File: src/hdl/pfts_pkg.sv
// Package for the phase-field thermal stencil step: types, constants, helpers.
// No dependencies.
`timescale 1ns / 1ps
package pfts_pkg;
    localparam int GRID_CELLS_DEF = 512;
    localparam int FRAC_BITS_DEF  = 20;
    localparam int VW             = 24;
    localparam int CFG_IDX_W      = 3;
    localparam int CFG_DATA_W     = 24;

    localparam logic [CFG_IDX_W-1:0] REG_TIME_STEP  = 3'd0;
    localparam logic [CFG_IDX_W-1:0] REG_MOBILITY   = 3'd1;
    localparam logic [CFG_IDX_W-1:0] REG_WELL       = 3'd2;
    localparam logic [CFG_IDX_W-1:0] REG_KAPPA      = 3'd3;
    localparam logic [CFG_IDX_W-1:0] REG_LAT_MELT   = 3'd4;
    localparam logic [CFG_IDX_W-1:0] REG_MELT_TEMP  = 3'd5;
    localparam logic [CFG_IDX_W-1:0] REG_THERM_DIFF = 3'd6;
    localparam logic [CFG_IDX_W-1:0] REG_LAT_HEAT   = 3'd7;

    typedef enum logic [1:0] {
        ST_IDLE,
        ST_CALC,
        ST_OUT0,
        ST_OUT1
    } t_state;

    // Saturate a wide signed value to the 24-bit range.
    function automatic logic signed [VW-1:0] sat(input logic signed [63:0] x);
        logic signed [63:0] hi;
        logic signed [63:0] lo;
        hi = 64'sd8388607;
        lo = -64'sd8388608;
        if (x > hi) sat = hi[VW-1:0];
        else if (x < lo) sat = lo[VW-1:0];
        else sat = x[VW-1:0];
    endfunction
endpackage

File: src/hdl/phase_field_thermal_stencil_step.sv
// Top level of the phase-field thermal stencil step: window, sequencer,
// shared multiplier and output register. Depends on pfts_pkg.
`timescale 1ns / 1ps
// One explicit Euler step of a 1D phase-field model with thermal coupling.
// Cells stream in grid order; each item after the second triggers one
// interior-cell update computed by a single shared 25x25 multiplier under a
// micro-program of 14 steps, and a second result is added when a boundary
// copy is due. The first two cells of a grid yield no result and are taken
// without leaving the idle state. The first and last cells get copies of
// their neighbour's new value. Results sit in an output register; the
// block takes no new item until all results of the current item are taken.
module phase_field_thermal_stencil_step #(
    parameter int GRID_CELLS = pfts_pkg::GRID_CELLS_DEF,
    parameter int FRAC_BITS  = pfts_pkg::FRAC_BITS_DEF
) (
    input  logic                               i_clk,
    input  logic                               i_rst_n,
    input  logic                               i_cfg_we,
    input  logic [pfts_pkg::CFG_IDX_W-1:0]     i_cfg_idx,
    input  logic [pfts_pkg::CFG_DATA_W-1:0]    i_cfg_data,
    input  logic                               i_valid,
    output logic                               o_ready,
    input  logic signed [pfts_pkg::VW-1:0]     i_phase_in,
    input  logic signed [pfts_pkg::VW-1:0]     i_temp_in,
    input  logic                               i_row_end,
    output logic                               o_valid,
    input  logic                               i_ready,
    output logic signed [pfts_pkg::VW-1:0]     o_phase_out,
    output logic signed [pfts_pkg::VW-1:0]     o_temp_out,
    output logic                               o_last_out
);
    localparam int VW    = pfts_pkg::VW;
    localparam int AW    = 28;
    localparam int POS_W = $clog2(GRID_CELLS);
    localparam int NSTEP = 14;
    localparam int SW    = $clog2(NSTEP + 1);
    localparam logic signed [63:0] ONE  = 64'sd1 <<< FRAC_BITS;
    localparam logic signed [63:0] HALF = 64'sd1 <<< (FRAC_BITS - 1);

    // configuration
    logic [20:0]          r_dt;
    logic [22:0]          r_mob, r_well, r_kap, r_lm, r_kd, r_lh;
    logic signed [VW-1:0] r_tm;

    always_ff @(posedge i_clk) begin
        if (!i_rst_n) begin
            r_dt   <= 21'd31457;
            r_mob  <= 23'd1048576;
            r_well <= 23'd1384120;
            r_kap  <= 23'd7149382;
            r_lm   <= 23'd1048576;
            r_tm   <= 24'sd1048576;
            r_kd   <= 23'd1048576;
            r_lh   <= 23'd1048576;
        end else if (i_cfg_we) begin
            case (i_cfg_idx)
                pfts_pkg::REG_TIME_STEP:  r_dt   <= i_cfg_data[20:0];
                pfts_pkg::REG_MOBILITY:   r_mob  <= i_cfg_data[22:0];
                pfts_pkg::REG_WELL:       r_well <= i_cfg_data[22:0];
                pfts_pkg::REG_KAPPA:      r_kap  <= i_cfg_data[22:0];
                pfts_pkg::REG_LAT_MELT:   r_lm   <= i_cfg_data[22:0];
                pfts_pkg::REG_MELT_TEMP:  r_tm   <= i_cfg_data;
                pfts_pkg::REG_THERM_DIFF: r_kd   <= i_cfg_data[22:0];
                pfts_pkg::REG_LAT_HEAT:   r_lh   <= i_cfg_data[22:0];
                default: ;
            endcase
        end
    end

    // window and control
    pfts_pkg::t_state     r_state, n_state;
    logic [SW-1:0]        r_step;
    logic [POS_W-1:0]     r_pos;
    logic                 r_last, r_two;
    logic signed [VW-1:0] r_cl, r_c, r_cr, r_tl, r_t, r_tr;
    // intermediates
    logic signed [VW-1:0] r_poly, r_mu, r_g, r_lapc, r_lapt, r_tmt;
    logic signed [VW-1:0] r_drv, r_cn, r_tn, r_x;
    // exact sum of the terms of drive and of the new temperature
    logic signed [AW-1:0] r_a;
    logic signed [VW-1:0] r_oc, r_ot;
    logic                 r_ol;

    wire accept = i_valid && o_ready;
    wire is_last = i_row_end || (r_pos == POS_W'(GRID_CELLS - 1));

    // shared multiplier operands picked by the step counter
    logic signed [VW:0]   m_a, m_b;
    logic signed [63:0]   m_p;
    logic signed [VW-1:0] m_r;

    always_comb begin
        m_a = '0;
        m_b = '0;
        case (r_step)
            SW'(0):  begin m_a = (VW+1)'(r_c); m_b = (VW+1)'(r_c); end
            SW'(1):  begin m_a = (VW+1)'(r_c); m_b = (VW+1)'(r_poly); end
            SW'(2):  begin
                m_a = (VW+1)'(r_c);
                m_b = (VW+1)'(pfts_pkg::sat(ONE - 64'(r_c)));
            end
            SW'(3):  begin m_a = (VW+1)'(r_tmt); m_b = (VW+1)'(r_g); end
            SW'(4):  begin m_a = {2'b0, r_lm}; m_b = (VW+1)'(r_x); end
            SW'(5):  begin m_a = {2'b0, r_well}; m_b = (VW+1)'(r_mu); end
            SW'(6):  begin m_a = {2'b0, r_kap}; m_b = (VW+1)'(r_lapc); end
            SW'(7):  begin m_a = {2'b0, r_mob}; m_b = (VW+1)'(r_drv); end
            SW'(8):  begin m_a = {4'b0, r_dt}; m_b = (VW+1)'(r_x); end
            SW'(9):  begin m_a = {2'b0, r_kd}; m_b = (VW+1)'(r_lapt); end
            SW'(10): begin m_a = {4'b0, r_dt}; m_b = (VW+1)'(r_x); end
            SW'(11): begin
                m_a = (VW+1)'(r_g);
                m_b = (VW+1)'(pfts_pkg::sat(64'(r_cn) - 64'(r_c)));
            end
            SW'(12): begin m_a = {2'b0, r_lh}; m_b = (VW+1)'(r_x); end
            default: ;
        endcase
        m_p = 64'(m_a) * 64'(m_b) + HALF;
        m_r = pfts_pkg::sat(m_p >>> FRAC_BITS);
    end

    always_ff @(posedge i_clk) begin
        if (!i_rst_n) begin
            r_state <= pfts_pkg::ST_IDLE;
            r_step  <= '0;
            r_pos   <= '0;
            r_c     <= '0;
            r_cr    <= '0;
            r_t     <= '0;
            r_tr    <= '0;
        end else begin
            r_state <= n_state;
            if (accept) begin
                // shift window: old pair becomes left/center, new item is right
                r_cl   <= r_c;  r_c <= r_cr; r_cr <= i_phase_in;
                r_tl   <= r_t;  r_t <= r_tr; r_tr <= i_temp_in;
                r_last <= is_last;
                r_two  <= (r_pos == POS_W'(2));
                r_pos  <= is_last ? '0 : r_pos + POS_W'(1);
                r_step <= '0;
            end else if (r_state == pfts_pkg::ST_CALC) begin
                r_step <= r_step + SW'(1);
            end
        end
    end

    // datapath update per step
    always_ff @(posedge i_clk) begin
        if (r_state == pfts_pkg::ST_CALC) begin
            case (r_step)
                SW'(0): begin
                    r_poly <= pfts_pkg::sat(ONE - 3 * 64'(r_c) + 2 * 64'(m_r));
                    r_lapc <= pfts_pkg::sat(64'(r_cl) + 64'(r_cr) - 2 * 64'(r_c));
                    r_lapt <= pfts_pkg::sat(64'(r_tl) + 64'(r_tr) - 2 * 64'(r_t));
                    r_tmt  <= pfts_pkg::sat(64'(r_t) - 64'(r_tm));
                end
                SW'(1):  r_mu <= pfts_pkg::sat(2 * 64'(m_r));
                SW'(2):  r_g  <= m_r;
                SW'(3):  r_x  <= m_r;
                SW'(4):  r_a  <= AW'(-6 * 64'(m_r));
                SW'(5):  r_a  <= AW'(64'(r_a) - 64'(m_r));
                SW'(6):  r_drv <= pfts_pkg::sat(64'(r_a) + 2 * 64'(m_r));
                SW'(7):  r_x  <= m_r;
                SW'(8):  r_cn <= pfts_pkg::sat(64'(r_c) + 64'(m_r));
                SW'(9):  r_x  <= m_r;
                SW'(10): r_a  <= AW'(64'(r_t) + 64'(m_r));
                SW'(11): r_x  <= m_r;
                SW'(12): r_tn <= pfts_pkg::sat(64'(r_a) + 6 * 64'(m_r));
                default: ;
            endcase
        end
        if (r_state == pfts_pkg::ST_CALC && r_step == SW'(NSTEP - 1)) begin
            r_oc <= r_cn;
            r_ot <= r_tn;
            r_ol <= 1'b0;
        end else if (r_state == pfts_pkg::ST_OUT0 && i_ready) begin
            r_ol <= 1'b1 & (r_two ? r_last : 1'b1);
        end
    end

    // next state
    always_comb begin
        n_state = r_state;
        case (r_state)
            pfts_pkg::ST_IDLE:
                if (accept && r_pos >= POS_W'(2)) n_state = pfts_pkg::ST_CALC;
            pfts_pkg::ST_CALC:
                if (r_step == SW'(NSTEP - 1)) n_state = pfts_pkg::ST_OUT0;
            pfts_pkg::ST_OUT0:
                if (i_ready) n_state = (r_two || (r_last && !r_ol)) ?
                                       pfts_pkg::ST_OUT1 : pfts_pkg::ST_IDLE;
            pfts_pkg::ST_OUT1:
                if (i_ready) n_state = pfts_pkg::ST_IDLE;
            default: n_state = pfts_pkg::ST_IDLE;
        endcase
    end

    // outputs
    always_comb begin
        o_ready = (r_state == pfts_pkg::ST_IDLE);
        o_valid = (r_state == pfts_pkg::ST_OUT0) || (r_state == pfts_pkg::ST_OUT1);
    end
    assign o_phase_out = r_oc;
    assign o_temp_out  = r_ot;
    assign o_last_out  = r_ol;

    // checks
    a_no_ready_busy: assert property (@(posedge i_clk) disable iff (!i_rst_n)
        o_valid |-> !o_ready) else $error("ready while result pending");
    a_hold_out: assert property (@(posedge i_clk) disable iff (!i_rst_n)
        o_valid && !i_ready |=> $stable(o_phase_out) && $stable(o_temp_out))
        else $error("result changed under stall");
    a_step_range: assert property (@(posedge i_clk) disable iff (!i_rst_n)
        r_state == pfts_pkg::ST_CALC |-> r_step < SW'(NSTEP))
        else $error("step counter overrun");
endmodule
File: config.mk
export PLATFORM = sky130hd
export DESIGN_NAME = phase_field_thermal_stencil_step
export DESIGN_NICKNAME = d
export VERILOG_FILES = /design/src/hdl/pfts_pkg.sv /design/src/hdl/phase_field_thermal_stencil_step.sv
export SDC_FILE = /design/constraint.sdc
export NUM_CORES = 2
export LEC_CHECK = 0
export BUFFER_PORTS_ARGS = -buffer_cell sky130_fd_sc_hd__buf_2
export CORE_MARGIN = 5
export CORE_UTILIZATION = 45
export CTS_CLUSTER_DIAMETER = 60
export CTS_CLUSTER_SIZE = 16
export DETAILED_ROUTE_END_ITERATION = 10
export HOLD_SLACK_MARGIN = 0.02
export PLACE_DENSITY = 0.68
export REMOVE_ABC_BUFFERS = 1
export SYNTH_ARGS = -nofsm -noshare
export SYNTH_HDL_FRONTEND = slang
export SYNTH_SLANG_ARGS = --single-unit
File: constraint.sdc
create_clock -name i_clk -period 17.9 [get_ports i_clk]
set_clock_uncertainty 0.1 [all_clocks]
set_input_delay 0 -clock i_clk [delete_from_list [all_inputs] [get_ports i_clk]]
set_output_delay 0 -clock i_clk [all_outputs]
set_load 0.05 [all_outputs]
---- Word-level counts from Yosys, hierarchy flattened ----
Cells that the tools add are included.
word-level totals
  flip-flop bits (word level) ............. 661
  output and inout port bits .............. 51
operators by class
  add/subtract/negate cells ............... 17
  multipliers ............................. 4
  magnitude comparators ................... 23
  eq/ne operators ......................... 29
  mux-type cells .......................... 25
  bitwise operators ....................... 1
  reduce and logical (&&, ||, !) cells .... 36
operators with widths
  kind                                                              count
  one-hot mux 25 bit (10 select lines)                              2
  2-to-1 mux 24 bit                                                 14
  greater-than comparator 25 x 24 -> 1 bit (second input constant)  5
  less-than comparator 25 x 24 -> 1 bit (second input constant)     5
  adder 24 x 24 -> 25 bit                                           4
  greater-than comparator 29 x 24 -> 1 bit (second input constant)  3
  less-than comparator 29 x 24 -> 1 bit (second input constant)     3
  one-hot mux 28 bit (3 select lines)                               1
  multiplier 3 x 24 -> 27 bit (first input constant)                3
  adder 28 x 25 -> 29 bit                                           2
  greater-than comparator 26 x 24 -> 1 bit (second input constant)  2
  less-than comparator 26 x 24 -> 1 bit (second input constant)     2
  subtractor 25 x 25 -> 26 bit                                      2
  adder 50 x 21 -> 51 bit (second input constant)                   1
  multiplier 25 x 25 -> 50 bit                                      1
  subtractor 24 x 24 -> 25 bit                                      2
  AND reduction 2 bit                                               17
  greater-than comparator 31 x 24 -> 1 bit (second input constant)  1
  less-than comparator 31 x 24 -> 1 bit (second input constant)     1
  adder 28 x 28 -> 29 bit                                           1
  subtractor 22 x 27 -> 28 bit (first input constant)               1
  subtractor 28 x 24 -> 28 bit                                      1
  subtractor 22 x 24 -> 25 bit (first input constant)               1
  equality test 4 bit (second input constant)                       6
  other kinds (31)                                                  54

---- Depth between registers and ports, before layout ----
  depth after elaboration ................. 14
  gate-level depth with buffers ........... 77
  gate-level depth less buffers ........... 72

---- Worst setup path after synthesis ----
Ideal clock, no wire load.
  kind .................................... register -> register
  start ................................... reg r_c[0]
  end ..................................... reg r_poly[17], data pin
  arrival time ............................ 16.669 ns
  slack ................................... 0.858 ns
  cell stages (with the launch flop) ...... 64
  period minus slack after synthesis ...... 17.042 ns
  path through ............................ dfxtp_1 -> clkbuf_1 -> inv_1 -> ha_1 -> nor3b_1 -> nand4_1 -> o31a_4 -> xnor2_1 -> o31ai_1 -> and2_1 -> a21oi_1 -> nand2_1 -> clkbuf_1 -> a2111oi_1 -> clkbuf_1 -> nor2_1 -> fa_1 -> fa_1 -> [... 28 more ...] -> fa_1 -> ha_1 -> fa_1 -> a21oi_1 -> o211ai_1 -> o41ai_1 -> o21a_1 -> a2111oi_0 -> nor2_1 -> a221o_1 -> nor2_1 -> o41a_1 -> o21ai_0 -> nor2b_1 -> a21oi_1 -> a21oi_1 -> clkbuf_1 -> o21ai_0
between the ends
  cells in the longest elaborated chain, start to end .. 13
  elaborated cells between the ends (all ways) .. 24
RTL lines
  element                                                                              line                                                                              source
  from (decl)                                                                          phase_field_thermal_stencil_step.sv:75                                            logic signed [VW-1:0] r_cl, r_c, r_cr, r_tl, r_t, r_tr;
  from (signal assigned)                                                               phase_field_thermal_stencil_step.sv:134                                           r_cl <= r_c; r_c <= r_cr; r_cr <= i_phase_in;
  subtractor 24 x 24 -> 25 bit / subtractor 22 x 24 -> 25 bit (equally long branches)  phase_field_thermal_stencil_step.sv:112, phase_field_thermal_stencil_step.sv:100
  less-than comparator 25 x 24 -> 1 bit                                                pfts_pkg.sv:34                                                                    else if (x < lo) sat = lo[VW-1:0];
  2-to-1 mux 24 bit                                                                    pfts_pkg.sv:34
  2-to-1 mux 24 bit                                                                    pfts_pkg.sv:33                                                                    if (x > hi) sat = hi[VW-1:0];
  one-hot mux 25 bit (10 select lines)                                                 phase_field_thermal_stencil_step.sv:95                                            case (r_step)
  multiplier 25 x 25 -> 50 bit                                                         phase_field_thermal_stencil_step.sv:117                                           m_p = 64'(m_a) * 64'(m_b) + HALF;
  adder 50 x 21 -> 51 bit                                                              phase_field_thermal_stencil_step.sv:117
  less-than comparator 31 x 24 -> 1 bit                                                pfts_pkg.sv:34
  2-to-1 mux 24 bit                                                                    pfts_pkg.sv:34
  2-to-1 mux 24 bit                                                                    pfts_pkg.sv:33
  adder 28 x 25 -> 29 bit (*)                                                          phase_field_thermal_stencil_step.sv:151                                           r_poly <= pfts_pkg::sat(ONE - 3 * 64'(r_c) + 2 * 64'(m_r));
  less-than comparator 29 x 24 -> 1 bit                                                pfts_pkg.sv:34
  2-to-1 mux 24 bit                                                                    pfts_pkg.sv:34
  to (signal assigned)                                                                 phase_field_thermal_stencil_step.sv:151
  to (decl)                                                                            phase_field_thermal_stencil_step.sv:77                                            logic signed [VW-1:0] r_poly, r_mu, r_g, r_lapc, r_lapt, r_tmt;
Mark *: on every way between the ends. The rest lies on a longest branch, timed or not.
A chain may end at the register's enable or synchronous reset.

---- Worst setup path after layout ----
  start ................................... reg r_c[2]
  end ..................................... reg r_poly[21], data pin
The elaborated chain is that of the path after synthesis.

==> impl_metrics.ini <==
[drt]
drtPass1Iterations = 9
routed_via_density = 5.768
drc = 0
ant_nets = 0
wl_per_cell_um = 24.04
drt_iter0_drc = 5610
wl_mm = 233.1
dr_total_vias = 55910

[clock_tree]
numCtsBuffers = 67
cts_num_sinks = 661
clk_pin_slew_ns = 0.07
insertion_delay_ns = 0.72
cts_tree = done
cts-root-buf = clkbuf_16
ctsLongestPathBuffers = 3
ctsHtreeMaxLevel = 3

[final_layout]
max_flop_register = r_a
final_cell_mix = nand2_1 (1,125), inv_1 (1,107), fa_1 (729), ha_1 (562), nor2_1 (455)
drive_gt1_share_pct = 8.457
finalNetCount = 9077
multiInputGateArea_um2 = 44830
regArea_um2 = 16900
layout.cells.most_common = nand2_1
nFillCells = 13490
largest_reg_flops = 28
area_growth_pct = 12.50

[synth]
syn_area_per_cell_um2 = 9.015
synth_edf_count = 366
syn-instance-count = 7409
ys_ff_latch = 661
synth_cell_types = 101
yosysSeqAreaShare_pct = 25.30
syn_area_um2 = 66800
synth-main-ff-cell = edfxtp_1
async_reset_ff_share_pct = 0
ys_warn_count = 0

[floorplanning]
core_um2 = 147700
die-height_um = 395.3
ios = 132
placementRows = 141
dieArea_um2 = 156200
die_w_um = 395.3
start_util_pct = 45.24

[sta]
post-route-min-period_ns = 17.12
period_share_pct = 95.64
clock.fmax_mhz = 58.41
timing.final.ws_setup_ns = 0.7800
setup_viol = 0
hold_viol_final = 0
worst_slew_pin_slew_ns = 1.292
slew_viol_final = 0
slew_headroom_pct = 13.66

[power]
seq_power_share_pct = 21.2
power.leakage_nw = 33.90
comb_power_share_pct = 61.3
clockPowerShare_pct = 17.5
netSwitchingPower_mw = 3.973
swShare_pct = 44.89
p_int_mw = 4.878
cellPowerDensity_nw_per_um2 = 117.8
peakVddDrop_v = 0.0002214
power.total_mw = 8.850

[global_routing]
grt_max_degree = 136
grt_pass1_vias = 56490
antenna_found_initial = 10
grt_first_pass_wirelength_mm = 349.9
grt_overflow_total = 0
grt_usage_pct = 29.35

[worst_setup_path]
crit_required_ns = 18.20
arrival_ns = 17.42
critical_path.slowest_cell = nor4_4
crit_fanout = 22
max_stage_delay_ns = 0.60
r2r_end = r_poly[21]
cp-start-kind = register
r2r_cells = 66
crit_path_end_kind = register
reg2reg_from = r_c[2]
r2r_slack_ns = 0.78
timing_worst_setup_path_type = register to register
cp_common_cell = fa_1

[outcome]
status = completed

[placed_design]
place_congestion = 1.005
port-buffer-count = 131
post-place-ws_ns = -0.1593
hpwl_mm = 183.2

[hold_path]
min_path_type = primary input to register
hold_path.startpoint = i_phase_in[17]
holdPathEnd = r_cr[17]
hold-path-cell-count = 4

[flow_run]
cap_violations = 0
-- metrics by stage --
step           util, %  hold slack (ns)  instances  setup TNS (ns)  instance area (µm²)
4_1_cts          50.62          0.03488       9676               0                74750
2_1_floorplan        -         -0.02817       7071          -62.15                65410
3_5_place_dp     47.82           0.1600       9382          -2.772                70610
5_1_grt          50.88          0.09643       9687          -1.895                75120
3_3_place_gp     47.82           0.1492       9382               0                70610
6_report         50.89          0.04771       9694               0                75140
-- cells by family after synthesis --
| group | after synthesis | share of synthesized area [%] |
|---|---|---|
| AOI/OAI and AO/OA | 1469 | 15.32 |
| xor gates and xnor gates | 299 | 3.932 |
| adders and majority gates | 1293 | 32.41 |
| buffers and inverters | 1447 | 8.304 |
| DFF | 661 | 25.30 |
| muxes | 9 | 0.1349 |
| and+or+nand+nor | 2231 | 14.61 |
-- layout make-up --
class	instances	share of cell area (%)
Clock buffer	82	2.429
Sequential cell	661	22.49
Tap cell	1930	3.214
Inverter	1109	5.540
Antenna cell	7	0.02331
Timing Repair Buffer	563	5.863
Clock inverter	40	0.7809
Multi-Input combinational cell	5302	59.66
-- critical path, delay by kind of cell, from the launching register on --
kind            cells  cell delay (ns)
compound gates     27             6.28
fa+ha+maj          13             5.57
buf+inv            15             2.09
flops               1             0.34
simple gates       11             2.38
-- cells in the mapped netlist (63+ instances only) --
cell type / instances / area (µm²)
xor2_1: 120 / 1051
a21boi_0: 262 / 1967
edfxtp_1: 366 / 10990
nor3_1: 108 / 540.5
a22oi_1: 118 / 885.9
and2_1: 63 / 394.1
a21o_1: 104 / 780.8
nand2_1: 1127 / 4230
nand3_1: 164 / 820.8
fa_1: 729 / 14590
nor2_1: 461 / 1730
nand2b_1: 64 / 400.4
a21oi_1: 307 / 1536
dfxtp_1: 295 / 5906
clkbuf_1: 284 / 1066
ha_1: 563 / 7044
inv_1: 1107 / 4155
o21ai_0: 236 / 1181
xnor2_1: 178 / 1559
-- metal layers --
| layer | global-route usage, % | routed length [µm] | up-vias |
|---|---|---|---|
| met5 | 0 | 27 | - |
| met4 | 14.36 | 13550 | 4 |
| met3 | 5.669 | 21080 | 578 |
| met2 | 47.24 | 106200 | 2614 |
| met1 | 38.04 | 92250 | 27530 |
| li1 | - | - | 25180 |
-- power by group through the flow --
stage               Clock [mW]  Sequential (mW)  Combinational [mW]
global placement             0             1.91                5.02
CTS                       1.57             1.88                5.19
detailed placement           0             1.91                5.08
floorplan                    0             1.90                3.79
finish                    1.55             1.88                5.42
global route              1.63             1.88                5.96
-- timing repair --
item,CTS,global route
setup buffers,0,10
hold endpoints to repair,291,0
pin swaps,1,10
gates cloned,0,1
resized for setup,1,72
hold buffers,172,0
endpoints found under the setup margin,23,60
-- worst max path at each step --
stage,start,endpoint,slack (ns),cells past startpoint
3_3_place_gp,r_c[18],r_tn[8],0.11,66
4_1_cts,r_c[18],r_tn[15],0.001,62
2_1_floorplan,r_c[0],r_poly[12],-1.39,58
6_report,r_c[2],r_poly[21],0.78,66
3_5_place_dp,r_c[18],r_tn[20],-0.16,66
5_1_grt,r_c[2],r_tn[15],-0.13,70
Note: power is estimated with default switching activity, not from simulation.
